===== config.mk =====
export PLATFORM = sky130hd
export DESIGN_NAME = class_selective_ticket_queue
export DESIGN_NICKNAME = d
export VERILOG_FILES = /design/src/hw/rtl/cstq_pkg.sv /design/src/hw/rtl/cstq_cell.sv /design/src/hw/rtl/class_selective_ticket_queue.sv
export SDC_FILE = /design/constraint.sdc
export NUM_CORES = 2
export LEC_CHECK = 0
export BUFFER_PORTS_ARGS = -buffer_cell sky130_fd_sc_hd__buf_2
export CAP_MARGIN = 20
export CORE_ASPECT_RATIO = 0.8
export CORE_MARGIN = 2
export CORE_UTILIZATION = 25
export CTS_BUF_LIST = sky130_fd_sc_hd__clkbuf_8
export CTS_CLUSTER_SIZE = 24
export DETAILED_ROUTE_END_ITERATION = 12
export HOLD_SLACK_MARGIN = 0.1
export PLACE_DENSITY_LB_ADDON = 0.3
export REMOVE_ABC_BUFFERS = 1
export SLEW_MARGIN = 20
export SYNTH_ARGS = -nofsm -noshare
export SYNTH_HDL_FRONTEND = slang
export SYNTH_SLANG_ARGS = --single-unit

===== constraint.sdc =====
create_clock -name clk -period 4.75 [get_ports clk]
set_input_delay 0.475 -clock clk [delete_from_list [all_inputs] [get_ports clk]]
set_output_delay 0.475 -clock clk [all_outputs]
set_load 0.02 [all_outputs]

===== src/hw/rtl/cstq_pkg.sv =====
// Shared types and constants for the class-selective ticket queue.
// Used by cstq_cell and class_selective_ticket_queue; no dependencies.
`timescale 1ns / 1ps
`default_nettype none

package cstq_pkg;

    // Field widths
    localparam int NUM_W  = 16;
    localparam int CLS_W  = 2;
    localparam int STAT_W = 3;
    localparam int CNT_W  = 6;
    localparam int MAP_W  = 8;

    // Operation codes
    localparam logic OP_ISSUE = 1'b0;
    localparam logic OP_SERVE = 1'b1;

    // Class codes
    localparam logic [CLS_W-1:0] CLS_COMMON   = 2'd0;
    localparam logic [CLS_W-1:0] CLS_PRIORITY = 2'd1;
    localparam logic [CLS_W-1:0] CLS_FAST     = 2'd2;
    localparam logic [CLS_W-1:0] CLS_INVALID  = 2'd3;

    // Status codes
    localparam logic [STAT_W-1:0] ST_ISSUED   = 3'd0;
    localparam logic [STAT_W-1:0] ST_SERVED   = 3'd1;
    localparam logic [STAT_W-1:0] ST_FULL     = 3'd2;
    localparam logic [STAT_W-1:0] ST_EMPTY    = 3'd3;
    localparam logic [STAT_W-1:0] ST_BADCLASS = 3'd4;
    localparam logic [STAT_W-1:0] ST_NOMATCH  = 3'd5;

    // Window map reset: window 0 priority, 1 and 2 common, 3 fast
    localparam logic [MAP_W-1:0] MAP_RESET = 8'd129;

    localparam logic [NUM_W-1:0] NUM_RESET = 16'd1;

    // Search token travelling down the chain of cells
    typedef struct packed {
        logic             valid;
        logic             hit;
        logic [NUM_W-1:0] num;
        logic [CLS_W-1:0] cls;
    } pkt_t;

    // Broadcast control from the controller to every cell
    typedef struct packed {
        logic             append;
        logic [CLS_W-1:0] want;
        logic [NUM_W-1:0] num;
        logic [CLS_W-1:0] cls;
    } cell_ctl_t;

endpackage

`default_nettype wire


===== src/hw/rtl/cstq_cell.sv =====
// One queue slot: holds a ticket and forwards the search token to the next slot.
// Depends on cstq_pkg.
`timescale 1ns / 1ps
`default_nettype none

module cstq_cell #(
    parameter int IDX   = 0,
    parameter int OCC_W = 6
) (
    input  wire                       clk,
    input  wire                       rst_n,
    input  cstq_pkg::cell_ctl_t       ctl,
    input  wire  [OCC_W-1:0]          occ,
    input  cstq_pkg::pkt_t            pkt_in,
    input  wire  [cstq_pkg::NUM_W-1:0] nb_num,
    input  wire  [cstq_pkg::CLS_W-1:0] nb_cls,
    output cstq_pkg::pkt_t            pkt_out,
    output logic [cstq_pkg::NUM_W-1:0] num_out,
    output logic [cstq_pkg::CLS_W-1:0] cls_out
);

    cstq_pkg::pkt_t             pkt_reg;
    cstq_pkg::pkt_t             pkt_next;
    logic [cstq_pkg::NUM_W-1:0] num_reg;
    logic [cstq_pkg::NUM_W-1:0] num_next;
    logic [cstq_pkg::CLS_W-1:0] cls_reg;
    logic [cstq_pkg::CLS_W-1:0] cls_next;
    logic                       in_range;
    logic                       is_tail;
    logic                       match;
    logic                       shift;

    // Decide whether this slot is occupied, the append target, or hit
    always_comb
    begin
        in_range = (occ > OCC_W'(IDX));
        is_tail  = (occ == OCC_W'(IDX));
        match    = pkt_in.valid && !pkt_in.hit && in_range && (cls_reg == ctl.want);
        shift    = pkt_in.valid && (pkt_in.hit || match);
    end

    // Capture the ticket into the token on a hit, else pass the token on
    always_comb
    begin
        pkt_next = pkt_in;
        if (match)
        begin
            pkt_next.hit = 1'b1;
            pkt_next.num = num_reg;
            pkt_next.cls = cls_reg;
        end
    end

    // Append at the tail, or close the gap by taking the neighbour's ticket
    always_comb
    begin
        num_next = num_reg;
        cls_next = cls_reg;
        if (ctl.append && is_tail)
        begin
            num_next = ctl.num;
            cls_next = ctl.cls;
        end
        else if (shift)
        begin
            num_next = nb_num;
            cls_next = nb_cls;
        end
    end

    // Token register
    always_ff @(posedge clk or negedge rst_n)
    begin
        if (!rst_n)
        begin
            pkt_reg <= '0;
        end
        else
        begin
            pkt_reg <= pkt_next;
        end
    end

    // Ticket storage
    always_ff @(posedge clk)
    begin
        num_reg <= num_next;
        cls_reg <= cls_next;
    end

    assign pkt_out = pkt_reg;
    assign num_out = num_reg;
    assign cls_out = cls_reg;

endmodule

`default_nettype wire


===== src/hw/rtl/class_selective_ticket_queue.sv =====
// Class-selective ticket queue: controller, window map and the chain of slots.
// Depends on cstq_pkg and cstq_cell.
// Issue, a full or bad-class refusal and a serve on an empty queue: result
// strobed on done in the cycle after start is taken; the next item is taken then.
// Serve: result set by the token walking the slot chain; busy holds new items off till done.
// Reset clears the occupancy, sets the next number to 1 and the map to 129.
// The receiver cannot stall: each result is shown for one cycle on done.
`timescale 1ns / 1ps
`default_nettype none

module class_selective_ticket_queue #(
    parameter int DEPTH = 32
) (
    input  wire                          clk,
    input  wire                          rst_n,
    input  wire                          start,
    output logic                         busy,
    input  wire                          op,
    input  wire  [cstq_pkg::CLS_W-1:0]   ticket_class,
    input  wire  [1:0]                   window,
    input  wire                          cfg_we,
    input  wire  [cstq_pkg::MAP_W-1:0]   cfg_wdata,
    output logic                         done,
    output logic [cstq_pkg::STAT_W-1:0]  status,
    output logic [cstq_pkg::NUM_W-1:0]   served_number,
    output logic [cstq_pkg::CLS_W-1:0]   served_class,
    output logic [cstq_pkg::CNT_W-1:0]   queue_count
);

    localparam int OCC_W = $clog2(DEPTH + 1);

    localparam logic ST_IDLE = 1'b0;
    localparam logic ST_SCAN = 1'b1;

    logic                         state_reg, state_next;
    logic [OCC_W-1:0]             occ_reg, occ_next;
    logic [OCC_W-1:0]             occ_inc, occ_dec;
    logic [cstq_pkg::NUM_W-1:0]   next_num_reg, next_num_next;
    logic [cstq_pkg::MAP_W-1:0]   map_reg;
    logic [cstq_pkg::CLS_W-1:0]   want_reg, want_next;
    logic [cstq_pkg::CLS_W-1:0]   want_comb;
    logic                         inject_reg, inject_next;
    logic                         done_reg, done_next;
    logic [cstq_pkg::STAT_W-1:0]  status_reg, status_next;
    logic [cstq_pkg::NUM_W-1:0]   number_reg, number_next;
    logic [cstq_pkg::CLS_W-1:0]   class_reg, class_next;
    logic [cstq_pkg::CNT_W-1:0]   count_reg, count_next;
    logic                         accept;
    cstq_pkg::cell_ctl_t          ctl;
    cstq_pkg::pkt_t               chain [DEPTH+1];
    cstq_pkg::pkt_t               last_pkt;
    logic [cstq_pkg::NUM_W-1:0]   num_arr [DEPTH];
    logic [cstq_pkg::CLS_W-1:0]   cls_arr [DEPTH];
    logic [DEPTH-1:0]             tok_vec;

    assign busy     = (state_reg != ST_IDLE);
    assign accept   = start && !busy;
    assign occ_inc  = occ_reg + 1'b1;
    assign occ_dec  = occ_reg - 1'b1;
    assign want_comb = map_reg[{window, 1'b0} +: 2];
    assign last_pkt = chain[DEPTH];

    // Inject the search token into the head slot
    always_comb
    begin
        chain[0]       = '0;
        chain[0].valid = inject_reg;
    end

    // Build the chain of slots
    genvar gi;
    generate
        for (gi = 0; gi < DEPTH; gi++)
        begin : g_cell
            logic [cstq_pkg::NUM_W-1:0] nb_num;
            logic [cstq_pkg::CLS_W-1:0] nb_cls;

            if (gi == DEPTH - 1)
            begin : g_last
                assign nb_num = '0;
                assign nb_cls = '0;
            end
            else
            begin : g_mid
                assign nb_num = num_arr[gi+1];
                assign nb_cls = cls_arr[gi+1];
            end

            cstq_cell #(
                .IDX   (gi),
                .OCC_W (OCC_W)
            ) u_cell (
                .clk     (clk),
                .rst_n   (rst_n),
                .ctl     (ctl),
                .occ     (occ_reg),
                .pkt_in  (chain[gi]),
                .nb_num  (nb_num),
                .nb_cls  (nb_cls),
                .pkt_out (chain[gi+1]),
                .num_out (num_arr[gi]),
                .cls_out (cls_arr[gi])
            );

            assign tok_vec[gi] = chain[gi+1].valid;
        end
    endgenerate

    // Control: take items, start the scan, finish on the token leaving the chain
    always_comb
    begin
        state_next    = state_reg;
        occ_next      = occ_reg;
        next_num_next = next_num_reg;
        want_next     = want_reg;
        inject_next   = 1'b0;
        done_next     = 1'b0;
        status_next   = status_reg;
        number_next   = number_reg;
        class_next    = class_reg;
        count_next    = count_reg;
        ctl.append    = 1'b0;
        ctl.want      = want_reg;
        ctl.num       = next_num_reg;
        ctl.cls       = ticket_class;

        if (accept)
        begin
            unique case (op)
                cstq_pkg::OP_ISSUE:
                begin
                    done_next   = 1'b1;
                    number_next = '0;
                    class_next  = '0;
                    count_next  = cstq_pkg::CNT_W'(occ_reg);
                    priority if (occ_reg == OCC_W'(DEPTH))
                    begin
                        status_next = cstq_pkg::ST_FULL;
                    end
                    else if (ticket_class == cstq_pkg::CLS_INVALID)
                    begin
                        status_next = cstq_pkg::ST_BADCLASS;
                    end
                    else
                    begin
                        ctl.append    = 1'b1;
                        status_next   = cstq_pkg::ST_ISSUED;
                        number_next   = next_num_reg;
                        class_next    = ticket_class;
                        count_next    = cstq_pkg::CNT_W'(occ_inc);
                        occ_next      = occ_inc;
                        next_num_next = next_num_reg + 1'b1;
                    end
                end
                cstq_pkg::OP_SERVE:
                begin
                    if (occ_reg == '0)
                    begin
                        done_next   = 1'b1;
                        status_next = cstq_pkg::ST_EMPTY;
                        number_next = '0;
                        class_next  = '0;
                        count_next  = '0;
                    end
                    else
                    begin
                        want_next   = want_comb;
                        inject_next = 1'b1;
                        state_next  = ST_SCAN;
                    end
                end
                default:
                begin
                    state_next = state_reg;
                end
            endcase
        end
        else if (state_reg == ST_SCAN && last_pkt.valid)
        begin
            done_next  = 1'b1;
            state_next = ST_IDLE;
            if (last_pkt.hit)
            begin
                status_next = cstq_pkg::ST_SERVED;
                number_next = last_pkt.num;
                class_next  = last_pkt.cls;
                count_next  = cstq_pkg::CNT_W'(occ_dec);
                occ_next    = occ_dec;
            end
            else
            begin
                status_next = cstq_pkg::ST_NOMATCH;
                number_next = '0;
                class_next  = '0;
                count_next  = cstq_pkg::CNT_W'(occ_reg);
            end
        end
    end

    // Control registers
    always_ff @(posedge clk or negedge rst_n)
    begin
        if (!rst_n)
        begin
            state_reg    <= ST_IDLE;
            occ_reg      <= '0;
            next_num_reg <= cstq_pkg::NUM_RESET;
            map_reg      <= cstq_pkg::MAP_RESET;
            inject_reg   <= 1'b0;
            done_reg     <= 1'b0;
        end
        else
        begin
            state_reg    <= state_next;
            occ_reg      <= occ_next;
            next_num_reg <= next_num_next;
            inject_reg   <= inject_next;
            done_reg     <= done_next;
            if (cfg_we)
            begin
                map_reg <= cfg_wdata;
            end
        end
    end

    // Result and scan payload registers
    always_ff @(posedge clk)
    begin
        want_reg   <= want_next;
        status_reg <= status_next;
        number_reg <= number_next;
        class_reg  <= class_next;
        count_reg  <= count_next;
    end

    assign done          = done_reg;
    assign status        = status_reg;
    assign served_number = number_reg;
    assign served_class  = class_reg;
    assign queue_count   = count_reg;

    // Only one token may be in the chain at a time
    a_one_token: assert property (@(posedge clk) disable iff (!rst_n)
        $onehot0(tok_vec))
        else $error("more than one token in the slot chain");

    // A token is only injected or delivered while scanning
    a_inject_scan: assert property (@(posedge clk) disable iff (!rst_n)
        (inject_reg || last_pkt.valid) |-> (state_reg == ST_SCAN))
        else $error("token present outside a scan");

    // Occupancy never exceeds the depth
    a_occ_bound: assert property (@(posedge clk) disable iff (!rst_n)
        occ_reg <= OCC_W'(DEPTH))
        else $error("occupancy above depth");

    // A served result removes exactly one entry
    a_serve_count: assert property (@(posedge clk) disable iff (!rst_n)
        (done_reg && status_reg == cstq_pkg::ST_SERVED)
        |-> (OCC_W'(occ_reg + 1'b1) == $past(occ_reg)))
        else $error("serve did not remove one entry");

endmodule

`default_nettype wire


* Word-level counts from Yosys, hierarchy flattened
Index checks and enable logic that the tools add are counted.
** Storage, ports and cells
- Output and inout port bits :: 29
- Flip-flop bits (word level) :: 1278
- Word-level logic and storage cells :: 780
** Cells by class
- Shifts and indexed selects :: 1
- Bitwise logic cells :: 4
- Reduce and logical (&&, ||, !) cells :: 263
- $lt $le $gt $ge :: 32
- Muxes and demuxes :: 205
- Add/subtract/negate cells :: 3
- Equality and inequality tests :: 69
** Operators with widths (count)
- 16-bit 2-to-1 mux :: 70
- 19-bit 2-to-1 mux :: 32
- 1-bit logical AND :: 161
- 2-bit 2-to-1 mux :: 70
- 6-bit by 5-bit equality test with 1-bit output, second input constant :: 16
- 6-bit by 5-bit > comparator with 1-bit output, second input constant :: 16
- 2-bit nonzero test :: 33
- 2-bit equality test :: 32
- 6-bit by 4-bit equality test with 1-bit output, second input constant :: 8
- 6-bit by 4-bit > comparator with 1-bit output, second input constant :: 8
- 6-bit 2-to-1 mux :: 8
- 1-bit zero test :: 32
- 16-bit case mux with 2 select lines :: 1
- 1-bit logical OR :: 31
- 6-bit by 3-bit equality test with 1-bit output, second input constant :: 4
- 6-bit by 3-bit > comparator with 1-bit output, second input constant :: 4
- 3-bit 2-to-1 mux :: 6
- 16-bit by 1-bit adder with 16-bit output, second input constant :: 1
- 1-bit 2-to-1 mux :: 14
- 6-bit by 2-bit equality test with 1-bit output, second input constant :: 2
- 6-bit by 1-bit > comparator with 1-bit output, second input constant :: 2
- 6-bit by 2-bit > comparator with 1-bit output, second input constant :: 2
- 6-bit case mux with 2 select lines :: 1
- 8-bit by 4-bit variable part select with 2-bit output :: 1
- 15 further kinds :: 22

* Depth between registers and ports, before layout
- Depth after elaboration :: 8
- Gate-level depth with buffers :: 10
- Gate-level depth less buffers :: 6

* By module
A second synthesis with hierarchy kept.
** Second synthesis, totals
- Cell total of the unflattened synthesis :: 3125
- Area, all modules :: 55024.0 um2
** Modules (own cells, without submodules)
- cstq_cell (g_cell[15].u_cell ...) :: seq. area each 1041.0 um2, area an instance 1625.3 um2, cells an instance 92, instances 2
- class_selective_ticket_queue :: seq. area each 1700.4 um2, area an instance 2939.1 um2, cells an instance 235, instances 1
- cstq_cell (g_cell[1].u_cell) :: seq. area each 1041.0 um2, area an instance 1681.6 um2, cells an instance 90, instances 1
- cstq_cell (g_cell[10].u_cell) :: seq. area each 1041.0 um2, area an instance 1680.4 um2, cells an instance 91, instances 1
- cstq_cell (g_cell[16].u_cell) :: seq. area each 1041.0 um2, area an instance 1670.4 um2, cells an instance 92, instances 1
- cstq_cell (g_cell[6].u_cell) :: seq. area each 1041.0 um2, area an instance 1662.8 um2, cells an instance 88, instances 1
- cstq_cell (g_cell[9].u_cell) :: seq. area each 1041.0 um2, area an instance 1662.8 um2, cells an instance 91, instances 1
- cstq_cell (g_cell[0].u_cell) :: seq. area each 1041.0 um2, area an instance 1660.3 um2, cells an instance 96, instances 1
- cstq_cell (g_cell[25].u_cell) :: seq. area each 1041.0 um2, area an instance 1660.3 um2, cells an instance 90, instances 1
- cstq_cell (g_cell[19].u_cell) :: seq. area each 1041.0 um2, area an instance 1659.1 um2, cells an instance 90, instances 1
- cstq_cell (g_cell[21].u_cell) :: seq. area each 1041.0 um2, area an instance 1656.6 um2, cells an instance 92, instances 1
- cstq_cell (g_cell[11].u_cell) :: seq. area each 1041.0 um2, area an instance 1649.1 um2, cells an instance 91, instances 1
- cstq_cell (g_cell[30].u_cell) :: seq. area each 1041.0 um2, area an instance 1646.6 um2, cells an instance 90, instances 1
- cstq_cell (g_cell[22].u_cell) :: seq. area each 1041.0 um2, area an instance 1641.6 um2, cells an instance 93, instances 1
- +18 rows

* Least setup slack after synthesis
No wires, ideal clock.
- Path type :: flip-flop to flip-flop
- Start :: register occ_reg[1]
- End :: register g_cell[28].u_cell.cls_reg (netlist bit g_cell[28].u_cell.cls_out[0]) (enable)
- Data arrival time :: 3180 ps
- Slack :: 1166 ps
- Data required time :: 4346 ps
- Buffers on the path :: 4
- Cell stages (with the launch flop) :: 9
- Cells stage by stage :: dfrtp_1 > clkbuf_1 > inv_1 > ha_1 > clkbuf_1 > clkbuf_1 > nand4_1 > clkbuf_1 > a31oi_1
** Between the ends
- Word-level cells in the longest chain between the ends :: 6
** RTL lines
- start: declaration :: RTL line class_selective_ticket_queue.sv:36 : logic [OCC_W-1:0] occ_reg, occ_next;
- start signal: assignment :: RTL line class_selective_ticket_queue.sv:215 : occ_reg <= occ_next;
- 6-bit by 5-bit > comparator with 1-bit output or 6-bit equality test (tied branches) :: RTL line cstq_cell.sv:36, class_selective_ticket_queue.sv:136
- 1-bit logical AND or 1-bit 2-to-1 mux (tied branches) :: RTL line cstq_cell.sv:38, class_selective_ticket_queue.sv:136
- 1-bit logical AND or 1-bit 2-to-1 mux (tied branches) :: RTL line cstq_cell.sv:38, class_selective_ticket_queue.sv:129
- 1-bit logical OR or 1-bit 2-to-1 mux (tied branches) :: RTL line cstq_cell.sv:39, class_selective_ticket_queue.sv:127
- 1-bit logical AND, on equally long branches :: RTL line cstq_cell.sv:39, cstq_cell.sv:59
- 2-bit nonzero test (no source line) (*)
- end signal: assignment :: RTL line cstq_cell.sv:88 : cls_reg <= cls_next;
- end: declaration :: RTL line cstq_cell.sv:26 : logic [cstq_pkg::CLS_W-1:0] cls_reg;
Mark *: on every way between the ends. The rest lies on a longest branch, timed or not.
A chain may end at the register's enable or synchronous reset.

* Worst setup path after layout
- Start :: register occ_reg[1]
- End :: register g_cell[20].u_cell.num_reg (netlist bit g_cell[20].u_cell.num_out[12]) (enable)
** Between the ends
- Word-level cells in the longest chain between the ends :: 6
** RTL lines
- 6-bit by 5-bit > comparator with 1-bit output or 6-bit equality test (tied branches) :: RTL line cstq_cell.sv:36, class_selective_ticket_queue.sv:136
- 1-bit logical AND or 1-bit 2-to-1 mux (tied branches) :: RTL line cstq_cell.sv:38, class_selective_ticket_queue.sv:136
- 1-bit logical AND or 1-bit 2-to-1 mux (tied branches) :: RTL line cstq_cell.sv:38, class_selective_ticket_queue.sv:129
- 1-bit logical OR or 1-bit 2-to-1 mux (tied branches) :: RTL line cstq_cell.sv:39, class_selective_ticket_queue.sv:127
- 1-bit logical AND, on equally long branches :: RTL line cstq_cell.sv:39, cstq_cell.sv:59
- 2-bit nonzero test (no source line) (*)
- end signal: assignment :: RTL line cstq_cell.sv:87 : num_reg <= num_next;
- end: declaration :: RTL line cstq_cell.sv:24 : logic [cstq_pkg::NUM_W-1:0] num_reg;
Marked as above.

==> metrics.cfg <==
[cts]
path_clk_slew_ns=0.06
h-tree-depth=4
clock_path_buffers=3
cts_root_buffer=clkbuf_8
numCtsBuffers=205
post_cts_buffers=0
cts_tree=done
cts_resized=0
clkSinkCount=1278
clk_latency_ns=0.94

[yosys]
syn_area_sq_mm=0.0525
ys_top_cells_by_area=edfxtp_1, dfrtp_1, mux2_2
syn_inst=3112
synth.distinct_cells=74
synth_compound_area_share_pct=1.60
yosysWarnings=0
synth_xor_xnor_area_share_pct=1.39
synth-main-ff-cell=dfrtp_1
synth_fa_ha_area_share_pct=0.167
yosys-top-cells-count=mux2_2, dfrtp_1, edfxtp_1
synth.most_common_cell=mux2_2
synth_top_family_by_area=multiplexers
syn_avg_cell_area_sq_um=16.9
synth_mux_area_share_pct=24.8
yosys.area_share.simple_pct=3.41
yosysSeqAreaShare_pct=66.7
synth_edf_count=605
yosysTopAreaCellShare_pct=34.6
synthArstFlopShare_pct=52.7
yosysTopAreaCell=edfxtp_1
synth_seq_cells=1278

[setup_path]
crit_fanout=19
critical_path_class=reg -> reg
crit_required_ns=5.33
end_kind=register
r2r-start=occ_reg[1]
worstPathArrival_ns=4.42
critPathLaunchType=register
setup.worst_path.start=occ_reg[1]

[sta]
worst_pin_slew_ns=1.11
period_minus_slack_ns=3.84
max_freq_ghz=0.260
post-route-period-util_pct=80.9
hold_ws_ns=0.197
rsz0062_at_grt=no
setup_viol=0
max_slew_margin_pct=26.2
finClkSkew_ns=0.0571
drv_slew=0
hold_violations=0

[global_route]
grt_usage_pct=12.3
antenna_found_initial=3
grt_max_degree=90
globalRouteOverflowTotal=0
grt_pass1_wl_um=198000
grt_pass1_vias=28656

[finish]
multiInputGateArea_sq_mm=0.0166
finalNonFillerCells=6282
area_growth_pct=15.5
fillCellCount=20934
largest_register_ffs=640
layout-drive-gt1-share_pct=47.4
seqCellArea_sq_mm=0.0350
nNetsFinal=3313

[detailed_routing]
vias=26502
drc=0
drt_iter0_markers=1713
wirelength_um=131000
wire_per_inst_um=20.9
drtPass1Iterations=6
route.antenna.remaining_nets=0
via_per_inst=4.22

[pwr]
power_density_mw_per_mm2=434
p_sw_share_pct=27.7
irDropWorstVdd_v=0.000248
seqPwrFrac_pct=51.8
power_w=0.0263
pwr-share-clk_pct=35.2
intPower_w=0.0190
p_sw_w=0.00728
p_leak_nw=25.0
p_comb_share_pct=13.0

[floorplan]
row_count=150
coreArea_sq_mm=0.209
ioPinCount=46
die_area_sq_mm=0.214
initial_core_util_pct=25.1
fp.dieH_um=414
die_w_um=516

[worst_hold_path]
hold_path.class=in -> async

[run_status]
status=complete, no violations

[place]
place_inst=5872
gp_congestion=0.800
portBuffers=45
hpwlAfterDp_um=79000

[flow_run]
cap_violations=0

## per-layer routing
metal	global-route usage (%)	wire length, um
met3	3.04	6860
met4	4.09	3130
met1	19.3	69900
met2	16.1	51200
met5	0	0
## layout by cell type (no fill, tap or decap), types with 7 or more instances in the layout
master / synthesis / final
dfrtp_2: 0 / 15
nand4b_1: 7 / 7
clkinv_2: 0 / 17
nand4_1: 15 / 15
nor4b_1: 13 / 13
mux2_2: 1049 / 1049
clkinv_1: 0 / 16
and3_1: 9 / 9
nor2_1: 19 / 17
a21oi_1: 19 / 14
mux2_4: 74 / 74
o21ai_0: 16 / 14
clkbuf_8: 0 / 243
buf_4: 9 / 107
dlygate4sd3_1: 0 / 22
a22o_1: 16 / 16
nor2_2: 6 / 8
nand2_1: 49 / 49
buf_12: 1 / 7
nand3b_1: 7 / 7
ha_1: 7 / 7
xor2_1: 36 / 36
buf_2: 52 / 44
and2_1: 47 / 47
dfrtp_1: 670 / 655
nand2b_1: 22 / 22
edfxtp_1: 605 / 605
a21o_1: 7 / 7
xnor2_1: 47 / 47
nand3_4: 7 / 7
or2_2: 18 / 18
inv_1: 13 / 110
nand3_1: 22 / 22
## metrics by stage
stage | setup WS [ns] | util, % | cell area [sq um] | TNS [ns]
after floorplan | -0.887 | - | 51500 | -74.68
after global placement | 1.04 | 27.0 | 56400 | 0
after detailed placement | 0.928 | 27.0 | 56400 | 0
after CTS | 0.874 | 29.0 | 60600 | 0
after global routing | 0.726 | 29.0 | 60600 | 0
final | 0.909 | 29.0 | 60600 | 0
## cell families (layout without fill, tap and decap cells)
group | after synthesis | after routing
adders and majority gates | 7 | 7
buffers and inverters | 225 | 581
AOI/OAI and AO/OA | 114 | 114
and+or+nand+nor | 278 | 278
muxes | 1127 | 1127
other | 0 | 2
DFF | 1278 | 1278
xor gates and xnor gates | 83 | 83
## worst paths after layout
check | end | slack [ns] | depth (start not counted)
min reg2reg | g_cell[0].u_cell.pkt_out[19] | 0.37 | 0
max | g_cell[20].u_cell.num_out[12] | 0.91 | 8
min in group clk | occ_reg[2] | 0.26 | 4
max in group asynchronous | next_num_reg[7] | 3.20 | 3
max reg2reg | g_cell[20].u_cell.num_out[12] | 0.91 | 8
min | g_cell[14].u_cell.pkt_out[8] | 0.20 | 2
## final cells by class
class	count	share of cell area [%]
inverter	14	0.0908
sequential	1278	57.8
clock buffer	243	5.52
timing repair buffer	181	2.31
multi-input combinational	1609	27.4
tap	2812	5.80
clock inverter	143	1.13
antenna	2	0.00826
## power by group through the flow
stage | Sequential (W) | Combinational (W) | Clock, W
after floorplan | 0.0137 | 0.00181 | 0
after global routing | 0.0138 | 0.00368 | 0.0101
final | 0.0136 | 0.00343 | 0.00926
after detailed placement | 0.0138 | 0.00337 | 0
after global placement | 0.0138 | 0.00339 | 0
after CTS | 0.0136 | 0.00344 | 0.00958
## what timing repair did
action / CTS / global route
hold endpoints to repair: 206 / 0
endpoints found under the setup margin: 0 / 0
hold buffers: 22 / 0
## critical path, stage by stage, from the launching register on
cell	delay [ns]
dfrtp_1	0.67
inv_1	0.22
ha_1	0.26
nor4b_4	0.17
a211o_1	0.58
buf_4	0.29
nor2_2	0.80
nand3b_1	0.21
buf_4	0.27
Power figures use the tool's default switching activity.
